--- src/rtl/core/bcr_pkg.sv ---
// Shared types and constants of the block cache replacement controller.
package bcr_pkg;

    localparam int BLOCK_BITS  = 16;
    localparam int SLOT_BITS   = 4;
    localparam int POLICY_BITS = 2;

    // Replacement policy codes; the unused code behaves as list order.
    localparam logic [POLICY_BITS-1:0] POLICY_FIFO = 2'd0;
    localparam logic [POLICY_BITS-1:0] POLICY_LRU  = 2'd1;
    localparam logic [POLICY_BITS-1:0] POLICY_LFU  = 2'd2;

    // Access kinds.
    localparam logic OP_READ  = 1'b0;
    localparam logic OP_WRITE = 1'b1;

    typedef struct packed {
        logic                  operation;
        logic [BLOCK_BITS-1:0] block_number;
    } req_t;

    typedef struct packed {
        logic                  hit;
        logic [SLOT_BITS-1:0]  slot;
        logic                  evicted;
        logic [BLOCK_BITS-1:0] evicted_block;
        logic                  writeback;
    } rsp_t;

    // Command broadcast from the controller to every entry cell.
    typedef struct packed {
        logic apply;
        logic is_hit;
        logic is_write;
        logic age_all;
    } cell_cmd_t;

    typedef enum logic [1:0] {
        ST_IDLE,
        ST_WAIT,
        ST_UPDATE
    } bcr_state_t;

endpackage

--- src/rtl/core/bcr_cell.sv ---
// One cache entry: tag, flags, use count, recency rank and one stage of the victim chain.
module bcr_cell #(
    parameter int ENTRIES    = 16,
    parameter int INDEX      = 0,
    parameter int TAG_BITS   = 16,
    parameter int COUNT_BITS = 16
) (
    input  logic                        clk,
    input  logic                        rst_n,
    input  logic [TAG_BITS-1:0]         lookup_tag,
    input  logic [TAG_BITS-1:0]         fill_tag,
    input  bcr_pkg::cell_cmd_t          cmd,
    input  logic                        sel,
    input  logic [$clog2(ENTRIES)-1:0]  limit,
    input  logic [COUNT_BITS-1:0]       chain_count_in,
    input  logic [$clog2(ENTRIES)-1:0]  chain_rank_in,
    input  logic [$clog2(ENTRIES)-1:0]  chain_idx_in,
    output logic [COUNT_BITS-1:0]       chain_count_out,
    output logic [$clog2(ENTRIES)-1:0]  chain_rank_out,
    output logic [$clog2(ENTRIES)-1:0]  chain_idx_out,
    output logic                        valid,
    output logic                        match,
    output logic                        oldest,
    output logic [TAG_BITS-1:0]         sel_tag,
    output logic [$clog2(ENTRIES)-1:0]  sel_rank,
    output logic                        sel_dirty
);
    import bcr_pkg::*;

    localparam int IDX_BITS = $clog2(ENTRIES);
    localparam logic [IDX_BITS-1:0] MY_INDEX  = IDX_BITS'(INDEX);
    localparam logic [IDX_BITS-1:0] RANK_LAST = IDX_BITS'(ENTRIES - 1);

    logic                  valid_reg, valid_next;
    logic                  dirty_reg, dirty_next;
    logic [COUNT_BITS-1:0] count_reg, count_next;
    logic [IDX_BITS-1:0]   rank_reg, rank_next;
    logic [TAG_BITS-1:0]   tag_reg, tag_next;

    logic [COUNT_BITS-1:0] chain_count_reg, chain_count_next;
    logic [IDX_BITS-1:0]   chain_rank_reg, chain_rank_next;
    logic [IDX_BITS-1:0]   chain_idx_reg, chain_idx_next;
    logic                  take_own;

    always_comb
    begin
        valid_next = valid_reg;
        dirty_next = dirty_reg;
        count_next = count_reg;
        rank_next  = rank_reg;
        tag_next   = tag_reg;
        if (cmd.apply)
        begin
            if (sel)
            begin
                valid_next = 1'b1;
                rank_next  = '0;
                if (cmd.is_hit)
                begin
                    dirty_next = dirty_reg | cmd.is_write;
                    if (count_reg != '1)
                    begin
                        count_next = count_reg + 1'b1;
                    end
                end
                else
                begin
                    dirty_next = 1'b0;
                    count_next = '0;
                    tag_next   = fill_tag;
                end
            end
            else if (valid_reg && (cmd.age_all || rank_reg < limit))
            begin
                rank_next = rank_reg + 1'b1;
            end
        end
    end

    // The chain keeps the entry with the lowest (use count, rank) pair seen so far.
    always_comb
    begin
        take_own = (INDEX == 0) || (count_reg < chain_count_in) ||
                   (count_reg == chain_count_in && rank_reg < chain_rank_in);
        if (take_own)
        begin
            chain_count_next = count_reg;
            chain_rank_next  = rank_reg;
            chain_idx_next   = MY_INDEX;
        end
        else
        begin
            chain_count_next = chain_count_in;
            chain_rank_next  = chain_rank_in;
            chain_idx_next   = chain_idx_in;
        end
    end

    always_ff @(posedge clk or negedge rst_n)
    begin
        if (!rst_n)
        begin
            valid_reg <= 1'b0;
            dirty_reg <= 1'b0;
            count_reg <= '0;
            rank_reg  <= '0;
        end
        else
        begin
            valid_reg <= valid_next;
            dirty_reg <= dirty_next;
            count_reg <= count_next;
            rank_reg  <= rank_next;
        end
    end

    always_ff @(posedge clk)
    begin
        tag_reg         <= tag_next;
        chain_count_reg <= chain_count_next;
        chain_rank_reg  <= chain_rank_next;
        chain_idx_reg   <= chain_idx_next;
    end

    assign valid           = valid_reg;
    assign match           = valid_reg && (tag_reg == lookup_tag);
    assign oldest          = valid_reg && (rank_reg == RANK_LAST);
    assign sel_tag         = sel ? tag_reg : '0;
    assign sel_rank        = sel ? rank_reg : '0;
    assign sel_dirty       = sel & dirty_reg;
    assign chain_count_out = chain_count_reg;
    assign chain_rank_out  = chain_rank_reg;
    assign chain_idx_out   = chain_idx_reg;

endmodule

--- src/rtl/core/block_cache_replacement.sv ---
// Top level of the block cache replacement controller: access control and the row of entry cells.
//
// Tag and replacement controller of a fully associative cache of CACHE_ENTRIES blocks. Each
// request transfer carries an access kind and a block number; exactly one response transfer
// follows, giving hit, the slot that now holds the block and, on a miss into a full cache, the
// evicted block and whether it must be written back. The request is compared against every
// entry cell in the cycle of its transfer, and the whole row of cells is updated in the update
// state once the output register can take the response, which is loaded in that update. Least
// frequently used eviction (policy 2) instead takes its victim from a chain that passes the best
// candidate one cell per cycle along the row; such an eviction waits until the cells have stood
// still for a full pass of the chain, so that the chain holds a valid answer. A new request is
// taken only once the previous access has updated the cells, while its response may still be
// waiting in the output register. The policy register is written through the configuration
// channel, which is always ready, and should only be written while no access is in progress.
// No clearing pass runs after reset.
module block_cache_replacement #(
    parameter int CACHE_ENTRIES      = 16,
    parameter int BLOCK_ADDRESS_BITS = 16,
    parameter int COUNT_BITS         = 16
) (
    input  logic                                 clk,
    input  logic                                 rst_n,
    input  logic                                 cfg_valid,
    output logic                                 cfg_ready,
    input  logic [bcr_pkg::POLICY_BITS-1:0]      cfg_data,
    input  logic                                 req_valid,
    output logic                                 req_ready,
    input  bcr_pkg::req_t                        req,
    output logic                                 rsp_valid,
    input  logic                                 rsp_ready,
    output bcr_pkg::rsp_t                        rsp
);
    import bcr_pkg::*;

    localparam int IDX_BITS  = $clog2(CACHE_ENTRIES);
    localparam int FILL_BITS = $clog2(CACHE_ENTRIES + 1);
    localparam int TAG_BITS  = (BLOCK_ADDRESS_BITS < BLOCK_BITS) ? BLOCK_ADDRESS_BITS
                                                                  : BLOCK_BITS;
    localparam logic [FILL_BITS-1:0] FILL_FULL = FILL_BITS'(CACHE_ENTRIES);

    // Control state.
    bcr_state_t             state_reg, state_next;
    logic [POLICY_BITS-1:0] policy_reg, policy_next;
    logic [FILL_BITS-1:0]   fill_count_reg, fill_count_next;
    logic [FILL_BITS-1:0]   settle_cnt_reg, settle_cnt_next;
    logic                   rsp_valid_reg, rsp_valid_next;

    // Access held between the lookup and the update.
    logic                     hit_reg, hit_next;
    logic                     evict_reg, evict_next;
    logic                     write_reg, write_next;
    logic [TAG_BITS-1:0]      tag_reg, tag_next;
    logic [CACHE_ENTRIES-1:0] sel_reg, sel_next;
    rsp_t                     rsp_reg, rsp_next;

    // Row signals.
    logic [TAG_BITS-1:0]      lookup_tag;
    logic [CACHE_ENTRIES-1:0] match_vec, valid_vec, oldest_vec, fill_vec, lfu_vec, sel_vec;
    logic [TAG_BITS-1:0]      sel_tag_vec [CACHE_ENTRIES];
    logic [IDX_BITS-1:0]      sel_rank_vec [CACHE_ENTRIES];
    logic [CACHE_ENTRIES-1:0] sel_dirty_vec;
    logic [COUNT_BITS-1:0]    chain_count_out [CACHE_ENTRIES];
    logic [IDX_BITS-1:0]      chain_rank_out [CACHE_ENTRIES];
    logic [IDX_BITS-1:0]      chain_idx_out [CACHE_ENTRIES];
    logic [COUNT_BITS-1:0]    chain_count_in [CACHE_ENTRIES];
    logic [IDX_BITS-1:0]      chain_rank_in [CACHE_ENTRIES];
    logic [IDX_BITS-1:0]      chain_idx_in [CACHE_ENTRIES];

    logic [TAG_BITS-1:0]      sel_tag;
    logic [IDX_BITS-1:0]      sel_rank;
    logic                     sel_dirty;
    logic [IDX_BITS-1:0]      slot_idx;
    logic                     hit_any, full, is_lfu, settled, can_load;
    cell_cmd_t                cmd;

    assign lookup_tag = TAG_BITS'(req.block_number);
    assign full       = (fill_count_reg == FILL_FULL);
    assign is_lfu     = (policy_reg == POLICY_LFU);
    assign settled    = (settle_cnt_reg == FILL_FULL);
    assign hit_any    = |match_vec;
    assign can_load   = !rsp_valid_reg || rsp_ready;

    // The first cell starts the chain; every other cell takes its left neighbour's candidate.
    always_comb
    begin
        for (int k = 0; k < CACHE_ENTRIES; k++)
        begin
            if (k == 0)
            begin
                chain_count_in[k] = '0;
                chain_rank_in[k]  = '0;
                chain_idx_in[k]   = '0;
            end
            else
            begin
                chain_count_in[k] = chain_count_out[k-1];
                chain_rank_in[k]  = chain_rank_out[k-1];
                chain_idx_in[k]   = chain_idx_out[k-1];
            end
        end
    end

    genvar g;
    generate
        for (g = 0; g < CACHE_ENTRIES; g++)
        begin : g_cell
            bcr_cell #(
                .ENTRIES    (CACHE_ENTRIES),
                .INDEX      (g),
                .TAG_BITS   (TAG_BITS),
                .COUNT_BITS (COUNT_BITS)
            ) u_cell (
                .clk             (clk),
                .rst_n           (rst_n),
                .lookup_tag      (lookup_tag),
                .fill_tag        (tag_reg),
                .cmd             (cmd),
                .sel             (sel_vec[g]),
                .limit           (sel_rank),
                .chain_count_in  (chain_count_in[g]),
                .chain_rank_in   (chain_rank_in[g]),
                .chain_idx_in    (chain_idx_in[g]),
                .chain_count_out (chain_count_out[g]),
                .chain_rank_out  (chain_rank_out[g]),
                .chain_idx_out   (chain_idx_out[g]),
                .valid           (valid_vec[g]),
                .match           (match_vec[g]),
                .oldest          (oldest_vec[g]),
                .sel_tag         (sel_tag_vec[g]),
                .sel_rank        (sel_rank_vec[g]),
                .sel_dirty       (sel_dirty_vec[g])
            );
        end
    endgenerate

    // Slot selection. Free slots fill in order, so the lowest free slot is the fill count.
    // List order and least recent both evict the entry of the highest rank; least frequent
    // takes the index that has come out at the end of the chain.
    always_comb
    begin
        for (int k = 0; k < CACHE_ENTRIES; k++)
        begin
            fill_vec[k] = (fill_count_reg == FILL_BITS'(k));
            lfu_vec[k]  = (chain_idx_out[CACHE_ENTRIES-1] == IDX_BITS'(k));
        end
        if (evict_reg)
        begin
            sel_vec = is_lfu ? lfu_vec : oldest_vec;
        end
        else
        begin
            sel_vec = sel_reg;
        end
    end

    // Read back the selected entry by an OR over the gated cell outputs.
    always_comb
    begin
        sel_tag   = '0;
        sel_rank  = '0;
        slot_idx  = '0;
        sel_dirty = |sel_dirty_vec;
        for (int k = 0; k < CACHE_ENTRIES; k++)
        begin
            sel_tag  = sel_tag | sel_tag_vec[k];
            sel_rank = sel_rank | sel_rank_vec[k];
            if (sel_vec[k])
            begin
                slot_idx = slot_idx | IDX_BITS'(k);
            end
        end
    end

    always_comb
    begin
        state_next      = state_reg;
        fill_count_next = fill_count_reg;
        rsp_valid_next  = rsp_valid_reg && !rsp_ready;
        hit_next        = hit_reg;
        evict_next      = evict_reg;
        write_next      = write_reg;
        tag_next        = tag_reg;
        sel_next        = sel_reg;
        rsp_next        = rsp_reg;
        req_ready       = 1'b0;
        cmd             = '0;
        cmd.is_hit      = hit_reg;
        cmd.is_write    = write_reg;
        cmd.age_all     = !hit_reg && !evict_reg;

        unique case (state_reg)
            ST_IDLE:
            begin
                req_ready = 1'b1;
                if (req_valid)
                begin
                    hit_next   = hit_any;
                    evict_next = !hit_any && full;
                    write_next = (req.operation == OP_WRITE);
                    tag_next   = lookup_tag;
                    sel_next   = hit_any ? match_vec : fill_vec;
                    if (!hit_any && full && is_lfu && !settled)
                    begin
                        state_next = ST_WAIT;
                    end
                    else
                    begin
                        state_next = ST_UPDATE;
                    end
                end
            end
            ST_WAIT:
            begin
                if (settled)
                begin
                    state_next = ST_UPDATE;
                end
            end
            ST_UPDATE:
            begin
                if (can_load)
                begin
                    cmd.apply              = 1'b1;
                    rsp_valid_next         = 1'b1;
                    rsp_next.hit           = hit_reg;
                    rsp_next.slot          = SLOT_BITS'(slot_idx);
                    rsp_next.evicted       = evict_reg;
                    rsp_next.evicted_block = evict_reg ? BLOCK_BITS'(sel_tag) : '0;
                    rsp_next.writeback     = evict_reg && sel_dirty;
                    if (!hit_reg && !evict_reg)
                    begin
                        fill_count_next = fill_count_reg + 1'b1;
                    end
                    state_next = ST_IDLE;
                end
            end
            default:
            begin
                state_next = ST_IDLE;
            end
        endcase
    end

    // The chain answer is trusted once the cells have stood still for a full pass.
    always_comb
    begin
        if (cmd.apply)
        begin
            settle_cnt_next = '0;
        end
        else if (settled)
        begin
            settle_cnt_next = settle_cnt_reg;
        end
        else
        begin
            settle_cnt_next = settle_cnt_reg + 1'b1;
        end
    end

    assign policy_next = cfg_valid ? cfg_data : policy_reg;

    always_ff @(posedge clk or negedge rst_n)
    begin
        if (!rst_n)
        begin
            state_reg      <= ST_IDLE;
            policy_reg     <= POLICY_FIFO;
            fill_count_reg <= '0;
            settle_cnt_reg <= '0;
            rsp_valid_reg  <= 1'b0;
        end
        else
        begin
            state_reg      <= state_next;
            policy_reg     <= policy_next;
            fill_count_reg <= fill_count_next;
            settle_cnt_reg <= settle_cnt_next;
            rsp_valid_reg  <= rsp_valid_next;
        end
    end

    always_ff @(posedge clk)
    begin
        hit_reg   <= hit_next;
        evict_reg <= evict_next;
        write_reg <= write_next;
        tag_reg   <= tag_next;
        sel_reg   <= sel_next;
        rsp_reg   <= rsp_next;
    end

    assign cfg_ready = 1'b1;
    assign rsp_valid = rsp_valid_reg;
    assign rsp       = rsp_reg;

`ifndef SYNTH
    // Slots fill in order and are never freed, so the fill count tracks the valid entries.
    a_fill_count: assert property (@(posedge clk) disable iff (!rst_n)
        $countones(valid_vec) == int'(fill_count_reg))
        else $error("fill count disagrees with the valid entries");

    // Every update acts on exactly one entry.
    a_sel_onehot: assert property (@(posedge clk) disable iff (!rst_n)
        cmd.apply |-> $onehot(sel_vec))
        else $error("update without a single selected entry");

    // Eviction only happens in a full cache.
    a_evict_full: assert property (@(posedge clk) disable iff (!rst_n)
        (state_reg == ST_UPDATE && evict_reg) |-> full)
        else $error("eviction while a slot is free");

    // Waiting for the chain only makes sense for an eviction.
    a_wait_evict: assert property (@(posedge clk) disable iff (!rst_n)
        (state_reg == ST_WAIT) |-> (evict_reg && !hit_reg))
        else $error("chain wait without an eviction");

    // Each update leaves a response in the output register.
    a_update_rsp: assert property (@(posedge clk) disable iff (!rst_n)
        cmd.apply |=> rsp_valid_reg)
        else $error("update without a response");
`endif

endmodule
--- config.mk ---
export PLATFORM = sky130hd
export DESIGN_NAME = block_cache_replacement
export DESIGN_NICKNAME = d
export VERILOG_FILES = /design/src/rtl/core/bcr_pkg.sv /design/src/rtl/core/bcr_cell.sv /design/src/rtl/core/block_cache_replacement.sv
export SDC_FILE = /design/constraint.sdc
export NUM_CORES = 2
export LEC_CHECK = 0
export ABC_AREA = 1
export BUFFER_PORTS_ARGS = -buffer_cell sky130_fd_sc_hd__buf_4
export CAP_MARGIN = 40
export CORE_MARGIN = 1.5
export CORE_UTILIZATION = 45
export DETAILED_ROUTE_END_ITERATION = 10
export GPL_ROUTABILITY_DRIVEN = 0
export PLACE_DENSITY = 0.61
export RECOVER_POWER = 25
export SETUP_SLACK_MARGIN = 0.05
export SYNTH_ARGS = -nofsm -noshare
export SYNTH_HDL_FRONTEND = slang
export SYNTH_SLANG_ARGS = --single-unit
--- constraint.sdc ---
create_clock -name clk -period 6 [get_ports clk]
set_input_delay 1.8 -clock clk [delete_from_list [all_inputs] [get_ports clk]]
set_output_delay 1.8 -clock clk [all_outputs]
set_load 0.01 [all_outputs]
==> run_summary.xml <==
<?xml version="1.0" encoding="UTF-8"?>
<metrics>
  <group name="synthesis">
    <metric name="synthAdderAreaFrac" unit="">0.0825</metric>
    <metric name="mappedNetlistArea" unit="um^2">54000</metric>
    <metric name="synthXorXnorAreaFrac" unit="">0.0255</metric>
    <metric name="ys.warnings.count" unit="">0</metric>
    <metric name="dominantRegCellSynth" unit="">dfrtp_1</metric>
    <metric name="synthArstFlopShare" unit="">0.356</metric>
    <metric name="synthDistinctLibCells" unit="">67</metric>
    <metric name="synth_enable_flop_cells" unit="">314</metric>
    <metric name="yosys-mux-area-fraction" unit="">0</metric>
    <metric name="synth-compound-area-share" unit="">0.129</metric>
    <metric name="synth_simple_gate_area_frac" unit="">0.209</metric>
    <metric name="combinational_family_with_the_most_area_after_synthesis" unit="">simple AND/OR/NAND/NOR gates</metric>
    <metric name="yosys_register_bits" unit="">1030</metric>
    <metric name="post_syn_instances" unit="">6329</metric>
    <metric name="synthesis.area_per_instance" unit="um^2">8.53</metric>
    <metric name="postSynthNetCount" unit="">6709</metric>
    <metric name="synth_sequential_area_ratio" unit="">0.474</metric>
  </group>
  <group name="worst_setup_path">
    <metric name="timing_worst_setup_path_type" unit="">input pin to flip-flop</metric>
    <metric name="critical_path.endpoint_type" unit="">flip-flop</metric>
    <metric name="worst_path_cell_chain" unit="">clkbuf_1, inv_1, or2_2, o211ai_1, nor2_1, nand3_1, nand2_1, nor2_1, nand2_1, nor2_1, inv_2, o21ai_0</metric>
    <metric name="worst_r2r_startpoint" unit="">evict_reg</metric>
    <metric name="crit_start" unit="">req[8]</metric>
    <metric name="start_kind" unit="">input pin</metric>
    <metric name="critical_path.max_fanout" unit="">17</metric>
    <metric name="worstPathArrival" unit="ns">5.94</metric>
    <metric name="cp_slowest_cell" unit="">clkbuf_1</metric>
    <metric name="critical-path-top-cell-by-count" unit="">nor2_1</metric>
    <metric name="timing.critical_path.required" unit="ns">6.56</metric>
    <metric name="slowest_delay" unit="ns">1.28</metric>
  </group>
  <group name="min_path">
    <metric name="worst_min_delay_path_startpoint" unit="">g_cell[3].u_cell.chain_idx_out[1]</metric>
    <metric name="hp-class" unit="">flip-flop to flip-flop</metric>
  </group>
  <group name="power_and_ir_drop">
    <metric name="powerDensity" unit="nW/um^2">483</metric>
    <metric name="p_leak" unit="nW">25.5</metric>
    <metric name="ir_drop" unit="uV">428</metric>
  </group>
  <group name="grt">
    <metric name="globalRouteTotalUtil" unit="">0.286</metric>
    <metric name="grt_pass1_vias" unit="">43500</metric>
    <metric name="global_route_wire_length_before_repair" unit="um">264000</metric>
    <metric name="largest_net_degree_at_the_start_of_global_routing" unit="">108</metric>
    <metric name="antenna_found_initial" unit="">11</metric>
    <metric name="globalRoute.totalOverflow" unit="">0</metric>
  </group>
  <group name="sta">
    <metric name="setup_violations" unit="">0</metric>
    <metric name="fin_worst_skew" unit="ns">0.0433</metric>
    <metric name="finalCriticalPeriod" unit="ns">5.37</metric>
    <metric name="hold-worst-slack" unit="ns">0.409</metric>
    <metric name="setup_repair_after_global_routing_missed_its_margin" unit="">no</metric>
    <metric name="timing.final.hold_violations" unit="">0</metric>
    <metric name="fmax" unit="MHz">186</metric>
    <metric name="worst_pin_slew" unit="ns">3.87</metric>
    <metric name="finalSetupTns" unit="ns">0</metric>
    <metric name="finalMaxSlewViolations" unit="">147</metric>
    <metric name="min_period_over_period" unit="">0.896</metric>
    <metric name="slew-limit-headroom" unit="">-1.58</metric>
  </group>
  <group name="drt">
    <metric name="detailedRoute.firstIterationViolations" unit="">5470</metric>
    <metric name="dr_total_vias" unit="">46000</metric>
    <metric name="ant_nets" unit="">0</metric>
    <metric name="count_of_tritonroute_iterations_in_the_first_routing_pass" unit="">11</metric>
    <metric name="number_of_vias_per_cell_after_detailed_routing" unit="">5.69</metric>
    <metric name="totalWireLength" unit="um">176000</metric>
    <metric name="avgRoutedWirePerCell" unit="um">21.8</metric>
    <metric name="remaining_drc_errors" unit="">31</metric>
  </group>
  <group name="die">
    <metric name="starting_density_of_the_core" unit="">0.455</metric>
    <metric name="area_enclosed_by_the_die_boundary" unit="um^2">122000</metric>
    <metric name="ios" unit="">50</metric>
    <metric name="std_cell_rows" unit="">126</metric>
    <metric name="floorplan.die.height" unit="um">349</metric>
    <metric name="die_w" unit="um">349</metric>
    <metric name="core-area" unit="um^2">119000</metric>
  </group>
  <group name="placed_design">
    <metric name="placed_area" unit="um^2">56500</metric>
    <metric name="portBuffers" unit="">48</metric>
    <metric name="post_dp_hpwl" unit="um">127000</metric>
  </group>
  <group name="clock_network">
    <metric name="cts_tree" unit="">yes</metric>
    <metric name="clock_sink_count" unit="">1030</metric>
    <metric name="htree_num_levels" unit="">3</metric>
    <metric name="post_cts_resized" unit="">0</metric>
    <metric name="clock_latency" unit="ns">0.76</metric>
    <metric name="ctsRootBufferMaster" unit="">clkbuf_16</metric>
    <metric name="cts-root-to-sink-buffers" unit="">3</metric>
    <metric name="post-cts-setup-buffers" unit="">0</metric>
    <metric name="clock_transition_at_the_registers_of_the_reported_paths" unit="ns">0.06</metric>
    <metric name="postCtsHoldBufs" unit="">0</metric>
    <metric name="tritoncts.num_buffers" unit="">108</metric>
  </group>
  <group name="layout">
    <metric name="most_common_cell_after_layout_fill_and_taps_aside" unit="">nand2_1</metric>
    <metric name="final_cell_area" unit="um^2">60100</metric>
    <metric name="finish.net_count" unit="">6767</metric>
    <metric name="largest_register_ffs" unit="">256</metric>
    <metric name="layout_common_cells" unit="">1,262 x nand2_1, 903 x inv_1, 509 x o21ai_0</metric>
    <metric name="layout-area-overhead-vs-synth" unit="%">11.2</metric>
    <metric name="drive_gt1_frac" unit="">0.0777</metric>
    <metric name="fin_util" unit="">0.507</metric>
  </group>
  <group name="run_status">
    <metric name="failed_checks" unit="">design-rule violations, max-capacitance violations, max-slew violations</metric>
    <metric name="outcome" unit="">finished, violations left</metric>
  </group>
  <group name="job">
    <metric name="timing.max_cap.violations" unit="">6</metric>
  </group>
</metrics>
## cell usage after synthesis, drive strengths merged, types with 48 or more instances
cell type,instances,area (um^2)
a21oi,288,1450
a221oi,67,587
buf,59,324
clkbuf,114,428
dfrtp,367,9180
dfxtp,349,6990
edfxtp,314,9430
ha,356,4450
inv,929,3490
nand2,1300,5050
nand3,307,1660
nand4,138,863
nor2,427,1740
nor3,179,958
nor4,68,463
o21ai,520,2610
o22ai,86,538
or2,48,300
xnor2,54,473
xor2,103,902
## metrics by stage
stage | worst slack, ns | std cells | power, mW
2_1_floorplan | 1.67 | 6329 | 17.5
3_3_place_gp | 1.10 | 7854 | 21.0
3_5_place_dp | 1.11 | 7875 | 21.9
4_1_cts | 1.65 | 8081 | 28.9
5_1_grt | 0.692 | 8083 | 30.8
6_report | 0.626 | 8086 | 29.0
## worst paths after layout
| kind | end | slack, ns | depth (start not counted) |
|---|---|---|---|
| max in group asynchronous | g_cell[6].u_cell.rank_reg[0] | 1.19 | 1 |
| setup / recovery | sel_reg[12] | 0.63 | 12 |
| setup reg to reg | g_cell[7].u_cell.rank_reg[0] | 1.58 | 17 |
| min in group asynchronous | g_cell[7].u_cell.dirty_reg | 2.63 | 1 |
| hold reg to reg | g_cell[4].u_cell.chain_idx_out[1] | 0.41 | 2 |
| hold / removal | g_cell[4].u_cell.chain_idx_out[1] | 0.41 | 2 |
## critical path, delay by kind of cell
kind	cells	cell delay, ns
compound gates	2	0.34
buf+inv	3	2.21
simple gates	7	1.57
## power by group
group / internal [mW] / switching (mW)
registers: 8.69 / 1.19
clock network: 4.00 / 2.99
logic: 3.63 / 8.47
## cell families after synthesis
logic type,Yosys count
xor+xnor,157
compound gates,1177
buf+inv,1112
simple gates,2496
other cells,1
fa+ha+maj,356
flops,1030
## final cells by class
class                      count  area [um^2]
multi-input combinational   4187        24200
inverter                     939         3530
tap                         1600         2000
fill                       11200        58500
timing repair buffer         121         1060
antenna                        3         7.51
sequential                  1030        25600
clock buffer                 141         3060
clock inverter                65          637
## layer usage
metal	vias up	global-route usage	part of all wire
li1	21500	-	-
met1	21500	0.370	0.40
met2	2259	0.434	0.43
met3	660	0.0931	0.11
met4	14	0.130	0.057
met5	-	0.00903	0.0014
(Power assumes the default switching activity.)
